[config.mk]
export PLATFORM = sky130hd
export DESIGN_NAME = wpfm_win_regs
export DESIGN_NICKNAME = d
export VERILOG_FILES = /design/src/rtl/wpfm_pkg.sv /design/src/rtl/wpfm_win_regs.sv
export SDC_FILE = /design/constraint.sdc
export NUM_CORES = 1
export LEC_CHECK = 0
export BUFFER_PORTS_ARGS = -buffer_cell sky130_fd_sc_hd__buf_2
export CORE_ASPECT_RATIO = 1.1
export CORE_MARGIN = 5
export CORE_UTILIZATION = 45
export CTS_CLUSTER_SIZE = 8
export DETAILED_ROUTE_END_ITERATION = 16
export GPL_TIMING_DRIVEN = 0
export HOLD_SLACK_MARGIN = 0.1
export PLACE_DENSITY = 0.76
export RECOVER_POWER = 25
export SLEW_MARGIN = 40
export SYNTH_ARGS = -nofsm -noshare
export SYNTH_HDL_FRONTEND = slang
export SYNTH_SLANG_ARGS = --single-unit
[constraint.sdc]
create_clock -name clk -period 9.5 [get_ports clk]
set_clock_uncertainty 0.1 [all_clocks]
set_input_delay 2.85 -clock clk [delete_from_list [all_inputs] [get_ports clk]]
set_output_delay 2.85 -clock clk [all_outputs]
set_load 0.1 [all_outputs]
[src/rtl/wpfm_pkg.sv]
// Shared constants and controller/datapath interface types for the pulse frequency meter.
package wpfm_pkg;

  // Fixed field widths
  localparam int WIN_W  = 10;  // window register width
  localparam int IDX_W  = 2;   // configuration register index width
  localparam int CHAN_W = 2;   // chan_sel / chan_out width
  localparam int SLOT_W = 7;   // slot_index width
  localparam int PCNT_W = 12;  // pulse_count width
  localparam int Q_W    = 16;  // frequency_hz width
  localparam int N_W    = 7;   // slot count per window, 1..100
  localparam int R_W    = 8;   // divider partial remainder, holds 2*r+1 for r < 128

  // Timing constants
  localparam int SLOT_MS   = 10;
  localparam int MS_PER_S  = 1000;
  localparam int WIN_RESET = 1000;
  localparam int WIN_MAX   = 1000;
  localparam int NUM_REGS  = 4;
  localparam int HZ_SCALE  = MS_PER_S / SLOT_MS;   // sum*1000/(n*10) = sum*100/n
  localparam int N_RESET   = WIN_RESET / SLOT_MS;
  localparam int N_MAX     = WIN_MAX / SLOT_MS;

  // x/10 for 10-bit x as (x*205) >> 11
  localparam int DIV10_MUL   = 205;
  localparam int DIV10_SHIFT = 11;

  // Request codes
  localparam logic REQ_STORE   = 1'b0;
  localparam logic REQ_COMPUTE = 1'b1;

  // Controller to datapath commands
  typedef struct packed {
    logic clr_wr;     // write zero at the clearing address
    logic store_wr;   // write the incoming pulse count
    logic chan_init;  // set up channel 0
    logic chan_next;  // set up the following channel
    logic acc_step;   // issue the next slot read
    logic mul;        // scale the sum
    logic div_init;   // load the divider
    logic div_step;   // one quotient bit
    logic out_load;   // load the result register
  } cmd_t;

  // Datapath to controller status
  typedef struct packed {
    logic clr_last;   // clearing address at the final entry
    logic acc_done;   // all slots of the channel summed
    logic div_done;   // quotient complete
    logic last_chan;  // current channel is the final one
    logic out_free;   // result register can take a value
  } status_t;

endpackage

[src/rtl/wpfm_win_regs.sv]
// Window registers: round, clamp and hold the slot count for each channel.
module wpfm_win_regs #(
  parameter int CHANNELS = 4
) (
  input  logic                                     clk,
  input  logic                                     rst,
  input  logic                                     cfg_we,
  input  logic [wpfm_pkg::IDX_W-1:0]               cfg_index,
  input  logic [wpfm_pkg::WIN_W-1:0]               cfg_data,
  output logic [CHANNELS-1:0][wpfm_pkg::N_W-1:0]   n_all
);

  localparam int PROD_W = wpfm_pkg::WIN_W + 8;

  logic [PROD_W-1:0]        prod;
  logic [wpfm_pkg::N_W-1:0] quot;
  logic [wpfm_pkg::N_W-1:0] n_new;
  logic                     data_ok;

  // Window divided by 10; rounding down and clamping to 10..1000 maps to 1..100 slots
  always_comb begin
    prod    = PROD_W'(cfg_data) * PROD_W'(wpfm_pkg::DIV10_MUL);
    quot    = prod[wpfm_pkg::DIV10_SHIFT +: wpfm_pkg::N_W];
    data_ok = (cfg_data != '0) && (32'(cfg_index) < wpfm_pkg::NUM_REGS);
    if (quot == '0) begin
      n_new = wpfm_pkg::N_W'(1);
    end else if (32'(quot) > wpfm_pkg::N_MAX) begin
      n_new = wpfm_pkg::N_W'(wpfm_pkg::N_MAX);
    end else begin
      n_new = quot;
    end
  end

  // Register bank; a zero write or an unknown index leaves it alone
  always_ff @(posedge clk) begin
    if (rst) begin
      for (int c = 0; c < CHANNELS; c++) begin
        n_all[c] <= wpfm_pkg::N_W'(wpfm_pkg::N_RESET);
      end
    end else if (cfg_we && data_ok) begin
      for (int c = 0; c < CHANNELS; c++) begin
        if (32'(cfg_index) == c) begin
          n_all[c] <= n_new;
        end
      end
    end
  end

endmodule

==> impl_metrics.tcl <==
set metrics [dict create \
    clkTransAtPathRegs_ps 90 \
    hold_viol 0 \
    max_freq_ghz 0.143 \
    final_cells 478 \
    synthToLayoutAreaGrowth_pct 12.1 \
    gp_congestion 0.869 \
    ant_nets 0 \
    p_per_area_nw_per_um2 255 \
    cts.repair.resized 0 \
    netlist.area_leader.share 0.230 \
    htree_levels 1 \
    synth_cells 351 \
    cellLeakagePower_nw 1.65 \
    diodes 0 \
    clock_latency_ps 270 \
    finish.net_count 483 \
    grt_use_total 0.160 \
    grt.met1_usage 0.209 \
    use_met3 0.0104 \
    wire_per_inst_um 13.1 \
    outcome "finished clean" \
    ir_worst_vdd_v 0.000188 \
    synth_cell_types 50 \
    synthTopCellsByArea "ha_1 23%, dfxtp_1 19%, fa_1 11%" \
    crit_family "adder cells" \
    startpoint_type "input pin" \
    cts_root_buf "clkbuf_8" \
    setup_viol 0 \
    cts_tree "done" \
    finalInstanceArea_um2 3350 \
    syn-num-nets 437 \
    regMostFlops "n_all" \
    grt_first_pass_wirelength_um 10900 \
    route.detailed.drc 0 \
    gr-usage-met2 0.281 \
    yosys.area.top_type "ha_1" \
    slowest_delay_ps 540 \
    place_area_um2 3300 \
    die-area_um2 8380 \
    core_region_area_um2 6520 \
    syn_area_um2 2990 \
    synth_warnings 0 \
    largest_register_ffs 28 \
    grt_pass1_vias 2516 \
    cts_hold_buffers 0 \
    final_max_slew_viol_count 0 \
    crit_chain "buf_2, inv_1, ha_1, inv_1, fa_1, inv_1, fa_1, inv_1, fa_1, inv_1, ha_1, a21oi_1, o211ai_1, a21o_1, o221a_2, nor3_4, a31oi_2, a311oi_2" \
    ys_ff_latch 28 \
    top_usage_layer "met2" \
    critPathMaxFanout 6 \
    overflow 0 \
    die_h_um 95.5 \
    dp_slack_ps 2200 \
    post_cts_buffers 0 \
    dp_cells 474 \
    grt_max_degree 17 \
    max_slew_margin 0.215 \
    via_count 2525 \
    crit_top_cell "inv_1" \
    reg_top3 "n_all (28)" \
    start_util 0.459 \
    cp_num_buf_inv 6 \
    period_share 0.738 \
    cts_max_path_buffers 2 \
    critPathKind "in2reg" \
    dr.pass1.iters 5 \
    fin_setup_tns_ps 0 \
    via_per_inst 5.28 \
    die_w_um 87.8 \
    drt_iter0_markers 114 \
    io_pins 43 \
    cap_viol_max_count 0 \
    critPathRequiredTime_ps 9590 \
    dp_hpwl_um 5370 \
    rows 31 \
    synth_edf_count 0 \
    portBuffers 41 \
    async_reset_ff_frac 0 \
    avgSynthCellArea_um2 8.53 \
    critPathSlowestCell "fa_1" \
    drt-total-wl_um 6260 \
    ys_seq_area_frac 0.187 \
    hold_class "reg2reg" \
    cts_made_buffers 3 \
    crit_arrival_ps 7100 \
    ys.flop_type "dfxtp_1" \
    period_needed_ps 7010 \
    endpoint_kind "flip-flop" \
    finalWorstSetupSlack_ps 2490 \
    clock_sinks 28 \
    worst_slew_pin_slew_ps 1180 \
    antenna_found_initial 0 \
    rsz0062_at_grt "false" \
    drive_gt1_frac 0.141 \
    final_util 0.515 \
]
==> cell usage after synthesis, types with 2 or more instances <==
cell	instances
a21oi_1	19
a21oi_2	5
buf_6	2
fa_1	16
xor2_1	3
nand3_1	15
nand2_1	32
nor3_1	3
buf_4	2
clkbuf_1	5
and4_1	2
xnor2_1	3
a311oi_1	3
buf_2	2
a211o_1	6
o21a_1	5
ha_1	55
o211ai_1	2
a21o_1	5
o211ai_2	2
nand4_1	5
nor2b_1	4
o21ai_1	2
nand3b_1	5
o21ai_0	16
nor2_1	22
inv_1	58
dfxtp_1	28
a2111oi_4	2
or3_1	2
==> cell families after synthesis <==
logic type	count (synthesis)	synth area share
adder cells (fa/ha/maj)	71	0.337
XOR/XNOR	6	0.0176
AO/OA/AOI/OAI	75	0.187
AND/OR/NAND/NOR	101	0.175
flip-flops	28	0.187
buffers and inverters	70	0.0962
==> layout make-up <==
| type | instances | area (um^2) |
|---|---|---|
| Tap cell | 82 | 103 |
| Inverter | 58 | 218 |
| Clock buffer | 3 | 41.3 |
| Multi-Input combinational cell | 253 | 2140 |
| Fill cell | 616 | 3160 |
| Sequential cell | 28 | 561 |
| Timing Repair Buffer | 41 | 188 |
| Clock inverter | 1 | 30.0 |
| Buffer | 12 | 70.1 |
==> where the power goes <==
part / switching (mW) / leakage, nW / total [mW] / internal (mW)
logic: 0.418 / 1.38 / 0.626 / 0.208
clock network: 0.0350 / 0.0357 / 0.0913 / 0.0564
registers: 0.00634 / 0.229 / 0.137 / 0.130
total: 0.460 / 1.65 / 0.854 / 0.395
==> worst register-to-register path: cells and delay by family, from the launching register on <==
kind,cells,cell delay [ps]
compound gates,1,260
simple gates,1,50
flops,1,340
==> layout by cell type (no fill, tap or decap), drive strengths merged, types with 2 or more instances in the layout <==
cell      n
nand3    16
ha       55
nand3b    5
a21o      5
clkbuf   22
nor2     23
and4      2
o21ai    19
nand2    32
xnor2     3
a211o     6
xor2      3
nor2b     4
inv      58
o211ai    4
dfxtp    28
a311oi    4
nor4      3
nor3      4
a2111oi   2
or3       2
a21oi    24
buf      34
nand4     5
fa       16
o21a      5
==> per-stage QoR <==
stage          hold slack [ps]  power, mW
2_1_floorplan              787      0.654
3_3_place_gp               341      0.756
3_5_place_dp               348      0.766
4_1_cts                    363      0.859
5_1_grt                    382      0.936
6_report                   365      0.854
==> layer usage <==
layer / part of all wire / vias up
li1: - / 1288
met1: 0.46 / 1173
met2: 0.48 / 51
met3: 0.042 / 13
met4: 0.022 / 0
met5: 0 / -
==> final timing paths <==
check | depth (start not counted) | slack, ps | from | to
worst max-delay path | 18 | 2490 | cfg_data[6] | n_all[21]$_SDFFE_PP0P_
worst max register to register | 2 | 8670 | n_all[0]$_SDFFE_PP0P_ | n_all[0]$_SDFFE_PP0P_
worst min register to register | 2 | 360 | n_all[3]$_SDFFE_PP0P_ | n_all[3]$_SDFFE_PP0P_
worst min-delay path | 2 | 360 | n_all[3]$_SDFFE_PP0P_ | n_all[3]$_SDFFE_PP0P_
Note: power is estimated with default switching activity, not from simulation.
