[config.mk]
export PLATFORM = sky130hd
export DESIGN_NAME = wpfm_ctrl
export DESIGN_NICKNAME = d
export VERILOG_FILES = /design/src/rtl/wpfm_pkg.sv /design/src/rtl/wpfm_ctrl.sv
export SDC_FILE = /design/constraint.sdc
export NUM_CORES = 1
export LEC_CHECK = 0
export ABC_AREA = 1
export BUFFER_PORTS_ARGS = -buffer_cell sky130_fd_sc_hd__buf_2
export CAP_MARGIN = 20
export CORE_AREA = 3 3 40 42
export CTS_BUF_LIST = sky130_fd_sc_hd__clkbuf_8
export CTS_CLUSTER_DIAMETER = 30
export CTS_CLUSTER_SIZE = 25
export DETAILED_ROUTE_END_ITERATION = 12
export DIE_AREA = 0 0 43 45
export GPL_TIMING_DRIVEN = 0
export PLACE_DENSITY = 0.6
export SLEW_MARGIN = 0
export SYNTH_ARGS = -nofsm -noshare
export SYNTH_HDL_FRONTEND = slang
export SYNTH_SLANG_ARGS = --single-unit
export TNS_END_PERCENT = 1
[constraint.sdc]
create_clock -name clk -period 1.2 [get_ports clk]
set_input_delay 0.3 -clock clk [delete_from_list [all_inputs] [get_ports clk]]
set_output_delay 0.3 -clock clk [all_outputs]
set_load 0.03 [all_outputs]
[src/rtl/wpfm_pkg.sv]
// Shared constants and controller/datapath interface types for the pulse frequency meter.
package wpfm_pkg;

  // Fixed field widths
  localparam int WIN_W  = 10;  // window register width
  localparam int IDX_W  = 2;   // configuration register index width
  localparam int CHAN_W = 2;   // chan_sel / chan_out width
  localparam int SLOT_W = 7;   // slot_index width
  localparam int PCNT_W = 12;  // pulse_count width
  localparam int Q_W    = 16;  // frequency_hz width
  localparam int N_W    = 7;   // slot count per window, 1..100
  localparam int R_W    = 8;   // divider partial remainder, holds 2*r+1 for r < 128

  // Timing constants
  localparam int SLOT_MS   = 10;
  localparam int MS_PER_S  = 1000;
  localparam int WIN_RESET = 1000;
  localparam int WIN_MAX   = 1000;
  localparam int NUM_REGS  = 4;
  localparam int HZ_SCALE  = MS_PER_S / SLOT_MS;   // sum*1000/(n*10) = sum*100/n
  localparam int N_RESET   = WIN_RESET / SLOT_MS;
  localparam int N_MAX     = WIN_MAX / SLOT_MS;

  // x/10 for 10-bit x as (x*205) >> 11
  localparam int DIV10_MUL   = 205;
  localparam int DIV10_SHIFT = 11;

  // Request codes
  localparam logic REQ_STORE   = 1'b0;
  localparam logic REQ_COMPUTE = 1'b1;

  // Controller to datapath commands
  typedef struct packed {
    logic clr_wr;     // write zero at the clearing address
    logic store_wr;   // write the incoming pulse count
    logic chan_init;  // set up channel 0
    logic chan_next;  // set up the following channel
    logic acc_step;   // issue the next slot read
    logic mul;        // scale the sum
    logic div_init;   // load the divider
    logic div_step;   // one quotient bit
    logic out_load;   // load the result register
  } cmd_t;

  // Datapath to controller status
  typedef struct packed {
    logic clr_last;   // clearing address at the final entry
    logic acc_done;   // all slots of the channel summed
    logic div_done;   // quotient complete
    logic last_chan;  // current channel is the final one
    logic out_free;   // result register can take a value
  } status_t;

endpackage

[src/rtl/wpfm_ctrl.sv]
// Controller state machine: clearing pass, store, and per-channel sum/divide sequence.
module wpfm_ctrl (
  input  logic              clk,
  input  logic              rst,
  input  logic              in_valid,
  input  logic              req_type,
  output logic              in_ready,
  input  wpfm_pkg::status_t st,
  output wpfm_pkg::cmd_t    cmd
);

  localparam logic [2:0] S_CLEAR = 3'd0;
  localparam logic [2:0] S_IDLE  = 3'd1;
  localparam logic [2:0] S_ACC   = 3'd2;
  localparam logic [2:0] S_MUL   = 3'd3;
  localparam logic [2:0] S_DIVI  = 3'd4;
  localparam logic [2:0] S_DIV   = 3'd5;
  localparam logic [2:0] S_OUT   = 3'd6;

  logic [2:0] state;
  logic [2:0] state_next;

  // Next state and commands
  always_comb begin
    state_next = state;
    cmd        = '0;
    in_ready   = 1'b0;
    case (state)
      S_CLEAR: begin
        cmd.clr_wr = 1'b1;
        if (st.clr_last) begin
          state_next = S_IDLE;
        end
      end
      S_IDLE: begin
        in_ready = 1'b1;
        if (in_valid) begin
          if (req_type == wpfm_pkg::REQ_COMPUTE) begin
            cmd.chan_init = 1'b1;
            state_next    = S_ACC;
          end else begin
            cmd.store_wr = 1'b1;
          end
        end
      end
      S_ACC: begin
        if (st.acc_done) begin
          state_next = S_MUL;
        end else begin
          cmd.acc_step = 1'b1;
        end
      end
      S_MUL: begin
        cmd.mul    = 1'b1;
        state_next = S_DIVI;
      end
      S_DIVI: begin
        cmd.div_init = 1'b1;
        state_next   = S_DIV;
      end
      S_DIV: begin
        if (st.div_done) begin
          state_next = S_OUT;
        end else begin
          cmd.div_step = 1'b1;
        end
      end
      S_OUT: begin
        // hold until the result register is free
        if (st.out_free) begin
          cmd.out_load = 1'b1;
          if (st.last_chan) begin
            state_next = S_IDLE;
          end else begin
            cmd.chan_next = 1'b1;
            state_next    = S_ACC;
          end
        end
      end
      default: begin
        state_next = S_IDLE;
      end
    endcase
  end

  // State register
  always_ff @(posedge clk) begin
    if (rst) begin
      state <= S_CLEAR;
    end else begin
      state <= state_next;
    end
  end

endmodule

==> results_dict.tcl, run 1 <==
set metrics [dict create \
    dieArea_mm2 0.00194 \
    clk_latency_ns 0.21 \
    maxSlewHeadroom 0.867 \
    netlist_instances 58 \
    wl_per_cell_um 9.21 \
    rows 13 \
    die_h_um 45 \
    final_util 0.552 \
    fin_cells 99 \
    clock_path_buffers 2 \
    synthToLayoutAreaGrowth_pct 100 \
    start_util 0.276 \
    synth.yosys.seq_area_share 0.170 \
    min_delay_path_depth 4 \
    drt_wl_total_um 912 \
    crit_chain "inv_4 > nand3_4 > clkinv_4 > nand2_4 > nor2_4 > buf_6" \
    drv_slew 0 \
    rr_worst_depth 10 \
    r2r-start "state[2]$_SDFFE_PP0P_" \
    whs_ns 0.338 \
    post-route-period-util 1.15 \
    ff2ff_setup_slack_ns -0.12 \
    hold_start "rst" \
    cts_tree "yes" \
    rsz0062_at_grt "yes" \
    top_register "state" \
    cts_buffers 3 \
    status "finished with violations" \
    synth_nets 67 \
    cts.clk_slew.worst_paths_ns 0.03 \
    layout_setup_ws_ns -0.174 \
    fin_crit_ns 1.37 \
    antenna_left 0 \
    grt_max_degree 9 \
    dp.final_hpwl_um 655 \
    critical_path.max_fanout 6 \
    antenna_found_initial 0 \
    drt_iter0_drc 3 \
    cts_sinks 3 \
    track_usage 0.101 \
    fmax_mhz 728 \
    fp.coreArea_mm2 0.00128 \
    place_area_um2 512 \
    io_buffers 18 \
    die_w_um 43 \
    tns_ns -1.69 \
    cap_viol_max_count 0 \
    antenna_cells 0 \
    syn_area_um2 354 \
    hold-path-endpoint "state[2]$_SDFFE_PP0P_" \
    fin_area_um2 709 \
    grt_pass1_vias 394 \
    worstPathRequired_ns 0.90 \
    peakVddDrop_uv 1670 \
    reg_top3 "state x3" \
    p_per_area_mw_per_mm2 2910 \
    skew_ns 0.000472 \
    ys_warn_count 0 \
    drtPass1Iterations 2 \
    synth_seq_cells 3 \
    hold_viol_final 0 \
    avgViaCountPerCell 4.39 \
    h-tree-depth 1 \
    setup_viol 13 \
    critPathLaunchType "flip-flop" \
    post-place-cells 91 \
    avgSynthCellArea_um2 6.10 \
    largest_register_ffs 3 \
    grt-ovfl-total 0 \
    violations "negative setup slack" \
    arrival_ns 1.07 \
    critPathKind "flip-flop to output port" \
    io_pins 19 \
    min_path_type "input port to flip-flop" \
    cts_root_buf "clkbuf_8" \
    finalNetCount 94 \
    worst_pin_slew_ns 0.198 \
    ys_types 16 \
    globalplace.congestion 0.700 \
    drc 0 \
    slowest_stage "dfxtp_4" \
    p_leak_nw 0.356 \
    vias 435 \
    r2r_end "state[1]$_SDFFE_PP0P_" \
    cp_slowest_stage_delay_ns 0.37 \
    layout-drive-gt1-share 0.690 \
    grt_pass1_wl_mm 1.46 \
    crit_path_end_kind "output port" \
]
==> power breakdown <==
part,internal [mW],switching (mW),total (mW)
registers,0.187,0.163,0.351
clock network,0.217,0.0635,0.281
logic,0.611,0.821,1.43
total,1.02,1.05,2.06
==> metal layers <==
| layer | vias to the layer above | global-route usage | wire length [um] |
|---|---|---|---|
| li1 | 233 | - | - |
| met1 | 186 | 0.103 | 382 |
| met4 | 0 | 0.0361 | 0 |
| met5 | - | 0 | 0 |
| met3 | 0 | 0.0478 | 69 |
| met2 | 16 | 0.180 | 460 |
==> cell type report <==
type                    instances  area, um^2
inverters                      10        57.6
fillers                       111         576
multi-input cells              44         327
repair buffers                 23         190
clock inverters                 1        3.75
well taps                      15        18.8
clock buffers                   3        41.3
flip-flops and latches          3        71.3
==> cell usage after synthesis <==
library cell  count  share of area
dfxtp_1           3           0.17
o21ai_0           1          0.014
nor2_1           13           0.14
nor2_8            1          0.057
nand3_2           2          0.057
inv_2             3          0.032
inv_1             7          0.074
buf_4             1          0.021
a21oi_1           2          0.028
nand2_1           8          0.085
nor3_1            3          0.042
nand2_2           4          0.071
nor2_4            2          0.064
nor2_2            5          0.088
nand3_1           2          0.028
nand2_4           1          0.032
==> worst max path at each step <==
stage | start | end | slack [ns] | cells past startpoint
after floorplan | state[0]$_SDFFE_PP0P_ | state[2]$_SDFFE_PP0P_ | -0.09 | 6
after global placement | state[2]$_SDFFE_PP0P_ | cmd[7] | -0.15 | 6
after detailed placement | state[2]$_SDFFE_PP0P_ | cmd[7] | -0.16 | 6
after CTS | state[1]$_SDFFE_PP0P_ | cmd[7] | -0.19 | 6
after global routing | state[2]$_SDFFE_PP0P_ | cmd[2] | -0.24 | 4
final | state[2]$_SDFFE_PP0P_ | cmd[7] | -0.17 | 6
==> critical path, delay by kind of cell (launching register included) <==
family,cells,cell delay (ns)
buffers and inverters,3,0.28
DFF,1,0.37
and+or+nand+nor,3,0.21
==> through the flow <==
stage               setup WS (ns)  power, mW
global route               -0.237       2.21
CTS                        -0.192       1.91
finish                     -0.174       2.06
detailed placement         -0.163       1.36
global placement           -0.151       1.35
floorplan                 -0.0934       1.16
==> kinds of logic after synthesis <==
family          Yosys count  share of synthesized area
simple gates             41                      0.661
buf+inv                  11                      0.127
flops                     3                      0.170
compound gates            3                     0.0424
==> repair_timing <==
action                     in CTS  in global routing
setup buffers                   2                  3
pin swaps                       1                  2
gates resized for setup        30                 12
setup endpoints to repair      13                 13
hold buffers                    0                  0
==> cells in the final DEF (no fill, tap or decap), types with 2 or more instances in the layout <==
master	n
buf_4	5
nand3_4	2
nand2_1	7
nand3_1	2
clkbuf_8	3
a21oi_1	2
buf_2	8
nor2_4	4
nand2_2	3
nor2_2	8
buf_6	10
inv_1	6
dfxtp_4	3
nor3_4	2
nor2_1	8
nand2_4	3
Power figures use the tool's default switching activity.
==> run 2, diff against run 1 <==
- CORE_AREA: 3 3 40 42 -> 2 2 39 41
- DIE_AREA: 0 0 43 45 -> 0 0 41 43
==> run 2 against run 1 <==
The flow still finishes with violations (negative setup slack). Clock power grew 2%. Clock-buffer cell count did not move. Hold slack improved by 0.0011 ns. Critical path depth stayed put. Fmax shrank 0.28%. Global-route usage grew 0.45 points. Total power fell by 9.2%. Worst setup slack got worse by 0.0039 ns. Design area fell by 6.7%. Core utilization shrank 7.4 points. Cell count is 2.0% lower. Largest cell class unchanged.
==> results_dict.tcl, run 2 (same netlist as run 1, synthesis figures left out) <==
set metrics [dict create \
    status "finished with violations" \
    critPathLaunchType "flip-flop" \
    avgViaCountPerCell 4.21 \
    synthToLayoutAreaGrowth_pct 86.9 \
    p_leak_nw 0.335 \
    fmax_mhz 726 \
    finalNetCount 91 \
    setup_viol 10 \
    min_path_type "input port to flip-flop" \
    crit_chain "inv_4 > nand3_4 > clkinv_4 > nand2_4 > nor2_4 > buf_6" \
    start_util 0.256 \
    layout-drive-gt1-share 0.654 \
    top_register "state" \
    worst_pin_slew_ns 0.218 \
    drtPass1Iterations 4 \
    critPathKind "flip-flop to output port" \
    dieArea_mm2 0.00176 \
    track_usage 0.105 \
    cp_slowest_stage_delay_ns 0.37 \
    drc 0 \
    fin_crit_ns 1.38 \
    die_w_um 41 \
    drt_iter0_drc 1 \
    io_buffers 18 \
    final_util 0.478 \
    grt_busiest_layer "met2" \
    grtUsageMet2 0.181 \
    intPower_uw 909 \
    cts_root_buf "clkbuf_8" \
    critical_path.max_fanout 7 \
    grt_pass1_wl_mm 1.26 \
    peakVddDrop_uv 1040 \
    arrival_ns 1.08 \
    power_frac_clock 0.153 \
    io_pins 19 \
    num-fill-cells 148 \
    reg_top3 "state x3" \
    hold_buffers 0 \
    grt_use_met1 0.0927 \
    rows 14 \
    grt-ovfl-total 0 \
    antenna_cells 0 \
    drv_slew 0 \
    sw_frac_of_total 0.515 \
    grt_max_degree 9 \
    cts_tree "yes" \
    layout_commonest_cell "nor2_1" \
    cap_viol_max_count 0 \
    grt_pass1_vias 360 \
    fp.coreArea_mm2 0.00138 \
    hold_viol_final 0 \
    post-place-cells 92 \
    fin_cells 97 \
    p_sw_uw 965 \
    wl_per_cell_um 8.59 \
    maxSlewHeadroom 0.855 \
    dp.final_hpwl_um 647 \
    p_per_area_mw_per_mm2 2830 \
    cts_sinks 3 \
    use_met3 0.0471 \
    critPathTopFamily "flip-flops" \
    p_seq_frac 0.180 \
    drt_wl_total_um 833 \
    clk_latency_ns 0.22 \
    skew_ns 0.00279 \
    cts_buffers 3 \
    globalplace.congestion 0.752 \
    antenna_found_initial 0 \
    post-route-period-util 1.15 \
    die_h_um 43 \
    cts.clk_slew.worst_paths_ns 0.03 \
    antenna_left 0 \
    crit_path_end_kind "output port" \
    rsz0062_at_grt "yes" \
    violations "negative setup slack" \
    clock_path_buffers 2 \
    layout_common_cells "nor2_1 (9), buf_2 (8), buf_6 (8)" \
    path_buf_inv 3 \
    h-tree-depth 1 \
    layout_setup_ws_ns -0.178 \
    power_frac_comb 0.667 \
    largest_register_ffs 3 \
    slowest_stage "dfxtp_4" \
    worstPathRequired_ns 0.90 \
    vias 408 \
]
## run 2: changes by cell type in the layout (fill, tap and decap cells not counted), sizes merged
cell | previous run | this run
buf | 23 | 20
## run 2: tightest hold or removal path, stage by stage
cell and delay [ns]:
buf_2 0.08, inv_1 0.05, nand2_1 0.06, nor2_1 0.03
## run 2: cell type report
type / instances / area, um^2 / area share
well taps: 16 / 20.0 / 0.0302
inverters: 10 / 52.6 / 0.0794
clock inverters: 1 / 3.75 / 0.00567
multi-input cells: 44 / 313 / 0.473
flip-flops and latches: 3 / 71.3 / 0.108
repair buffers: 20 / 160 / 0.242
clock buffers: 3 / 41.3 / 0.0624
## run 2: timing repair
action,in CTS,in global routing
pin swaps,1,1
endpoints found under the setup margin,13,13
gates resized for setup,28,6
hold endpoints to repair,0,0
setup buffers,2,0
## run 2: path summary, 6_finish.rpt
kind	start	end	slack, ns	depth (start not counted)
worst min register to register	state[2]$_SDFFE_PP0P_	state[2]$_SDFFE_PP0P_	0.57	2
worst min-delay path	rst	state[2]$_SDFFE_PP0P_	0.34	4
worst max register to register	state[2]$_SDFFE_PP0P_	state[1]$_SDFFE_PP0P_	0.05	8
worst max-delay path	state[2]$_SDFFE_PP0P_	cmd[7]	-0.18	6
## run 2: power by group through the flow
stage | registers, mW | clock network [mW] | logic (mW)
finish | 0.338 | 0.287 | 1.25
floorplan | 0.216 | 0 | 0.945
global placement | 0.231 | 0 | 1.12
CTS | 0.332 | 0.294 | 1.24
global route | 0.354 | 0.302 | 1.37
detailed placement | 0.230 | 0 | 1.13
## run 2: layer usage
metal | routed length [um] | vias to the layer above | part of all wire
met2 | 443 | 10 | 0.53
met3 | 36 | 0 | 0.043
met1 | 354 | 176 | 0.42
li1 | - | 222 | -
met4 | 0 | 0 | 0
met5 | 0 | - | 0
## run 2: per-stage QoR
step | setup TNS [ns] | setup slack, ns | cell area [um^2] | hold slack [ns] | total power, mW
after floorplan | -0.348 | -0.0934 | 403 | 0.467 | 1.16
after CTS | -1.65 | -0.206 | 648 | 0.331 | 1.86
after global placement | -0.795 | -0.149 | 513 | 0.570 | 1.35
after global routing | -2.01 | -0.239 | 662 | 0.383 | 2.03
final | -1.45 | -0.178 | 662 | 0.339 | 1.87
after detailed placement | -0.801 | -0.167 | 513 | 0.570 | 1.36
==> run 3, diff against run 2 <==
- BUFFER_PORTS_ARGS: -buffer_cell sky130_fd_sc_hd__buf_2 -> not set
- DONT_BUFFER_PORTS: not set -> 1
- PLACE_DENSITY: 0.6 -> 0.48
==> run 3 against run 2 <==
The run still ends with negative setup slack left. Clock-buffer cell count unchanged. Flip-flop and latch count unchanged. Via count decreased by 2.7%. Cell count decreased by 7.2%. Clock skew increased by 0.0011 ns. First-iteration DRC count increased to 4.0 times the previous value. Global-route usage increased by 1.6 points. Combinational power increased by 17%. Critical endpoint is now cmd[3].
==> results_dict.tcl, run 3 (same netlist as run 1, synthesis figures left out) <==
set metrics [dict create \
    track_usage 0.121 \
    r2r-start "state[1]$_SDFFE_PP0P_" \
    grt-ovfl-total 0 \
    p_per_area_mw_per_mm2 3260 \
    num-fill-cells 144 \
    cts_sinks 3 \
    layout_common_cells "buf_4 (11), nor2_1 (9), nand2_1 (7)" \
    finalNetCount 84 \
    crit_path_end_kind "output port" \
    power_frac_comb 0.699 \
    io_pins 19 \
    fin_crit_ns 1.45 \
    vias 397 \
    drt_iter0_drc 4 \
    io_buffers 0 \
    critical_path.max_fanout 7 \
    p_total_mw 2.09 \
    crit_path_start "state[1]$_SDFFE_PP0P_" \
    p_sw_mw 1.08 \
    setup_viol 12 \
    maxSlewHeadroom 0.741 \
    skew_ns 0.00390 \
    grtUsageMet2 0.209 \
    use_met3 0.0471 \
    top_register "state" \
    critPathLaunchType "flip-flop" \
    cts_root_buf "clkbuf_8" \
    intPower_mw 1.01 \
    p_seq_frac 0.165 \
    grt_busiest_layer "met2" \
    post-route-period-util 1.20 \
    h-tree-depth 1 \
    clock_path_buffers 2 \
    rsz0062_at_grt "yes" \
    drt_wl_total_um 839 \
    hold_start "rst" \
    cts_buffers 3 \
    worst_pin_slew_ns 0.387 \
    globalplace.congestion 0.722 \
    grt_max_degree 9 \
    violations "negative setup slack" \
    die_h_um 43 \
    critPathKind "flip-flop to output port" \
    p_leak_nw 0.293 \
    grt_pass1_wl_mm 1.43 \
    power_frac_clock 0.135 \
    antenna_cells 0 \
    antenna_left 0 \
    layout_commonest_cell "buf_4" \
    sw_frac_of_total 0.515 \
    largest_register_ffs 3 \
    reg_top3 "state x3" \
    tns_ns -1.67 \
    final_util 0.464 \
    cts_tree "yes" \
    min_path_type "input port to flip-flop" \
    grt_pass1_vias 375 \
    cts.clk_slew.worst_paths_ns 0.03 \
    synthToLayoutAreaGrowth_pct 81.3 \
    arrival_ns 1.15 \
    fmax_mhz 692 \
    peakVddDrop_uv 1740 \
    layout_setup_ws_ns -0.246 \
    clk_latency_ns 0.22 \
    drv_slew 0 \
    rows 14 \
    drc 0 \
    wl_per_cell_um 9.32 \
    dieArea_mm2 0.00176 \
    grt_use_met1 0.116 \
    avgViaCountPerCell 4.41 \
    status "finished with violations" \
    layout-drive-gt1-share 0.662 \
    antenna_found_initial 0 \
    start_util 0.256 \
    cap_viol_max_count 0 \
    hold_viol_final 0 \
    worstPathRequired_ns 0.90 \
    dp.final_hpwl_um 566 \
    drtPass1Iterations 2 \
    die_w_um 41 \
    fp.coreArea_mm2 0.00138 \
]
==> run 3: cell types whose count changed in the layout (fill, tap and decap cells not counted), sizes merged <==
| cell | before | now |
|---|---|---|
| inv | 10 | 11 |
| clkinv | 1 | 0 |
| buf | 20 | 13 |
==> run 3: layout make-up <==
| cell class | instances | area [um^2] | share of cell area |
|---|---|---|---|
| multi-input combinational | 44 | 335 | 0.522 |
| timing repair buffer | 13 | 105 | 0.164 |
| sequential | 3 | 71.3 | 0.111 |
| inverter | 10 | 65.1 | 0.101 |
| clock buffer | 3 | 41.3 | 0.0643 |
| tap | 16 | 20.0 | 0.0312 |
| clock inverter | 1 | 3.75 | 0.00585 |
==> run 3: worst max-delay path, cell delays in order, from the launching register on <==
cell	delay, ns
dfxtp_4	0.42
inv_8	0.05
buf_6	0.11
nor3_4	0.35
==> run 3: worst paths after layout <==
check | slack, ns | end | cells after the start
max | -0.25 | cmd[3] | 3
min | 0.27 | state[2]$_SDFFE_PP0P_ | 3
max reg2reg | -0.12 | state[2]$_SDFFE_PP0P_ | 7
min reg2reg | 0.58 | state[2]$_SDFFE_PP0P_ | 2
==> run 3: repair_timing <==
| item | 4_1_cts | 5_1_grt |
|---|---|---|
| hold buffers | 0 | 0 |
| gates resized for setup | 25 | 5 |
| setup buffers | 7 | 6 |
| pin swaps | 5 | 3 |
| setup endpoints to repair | 13 | 13 |
==> run 3: metrics by stage <==
step / cells / hold slack (ns) / instance area [um^2] / setup WS [ns]
4_1_cts: 85 / 0.268 / 596 / -0.277
5_1_grt: 90 / 0.286 / 642 / -0.285
3_3_place_gp: 74 / 0.494 / 423 / -0.240
3_5_place_dp: 74 / 0.492 / 423 / -0.243
6_report: 90 / 0.273 / 642 / -0.246
2_1_floorplan: 58 / 0.467 / 403 / -0.0934
==> run 3: power groups by stage <==
stage	Clock (mW)	Sequential (mW)	Combinational [mW]
2_1_floorplan	0	0.216	0.945
3_3_place_gp	0	0.229	1.05
3_5_place_dp	0	0.230	1.04
4_1_cts	0.291	0.291	1.37
5_1_grt	0.303	0.365	1.60
6_report	0.283	0.345	1.46
==> run 3: layer usage <==
| metal | wire (um) | vias to the layer above | part of all wire |
|---|---|---|---|
| met1 | 293 | 173 | 0.35 |
| met4 | 8 | 0 | 0.0095 |
| li1 | - | 210 | - |
| met3 | 56 | 3 | 0.067 |
| met5 | 0 | - | 0 |
| met2 | 482 | 11 | 0.57 |
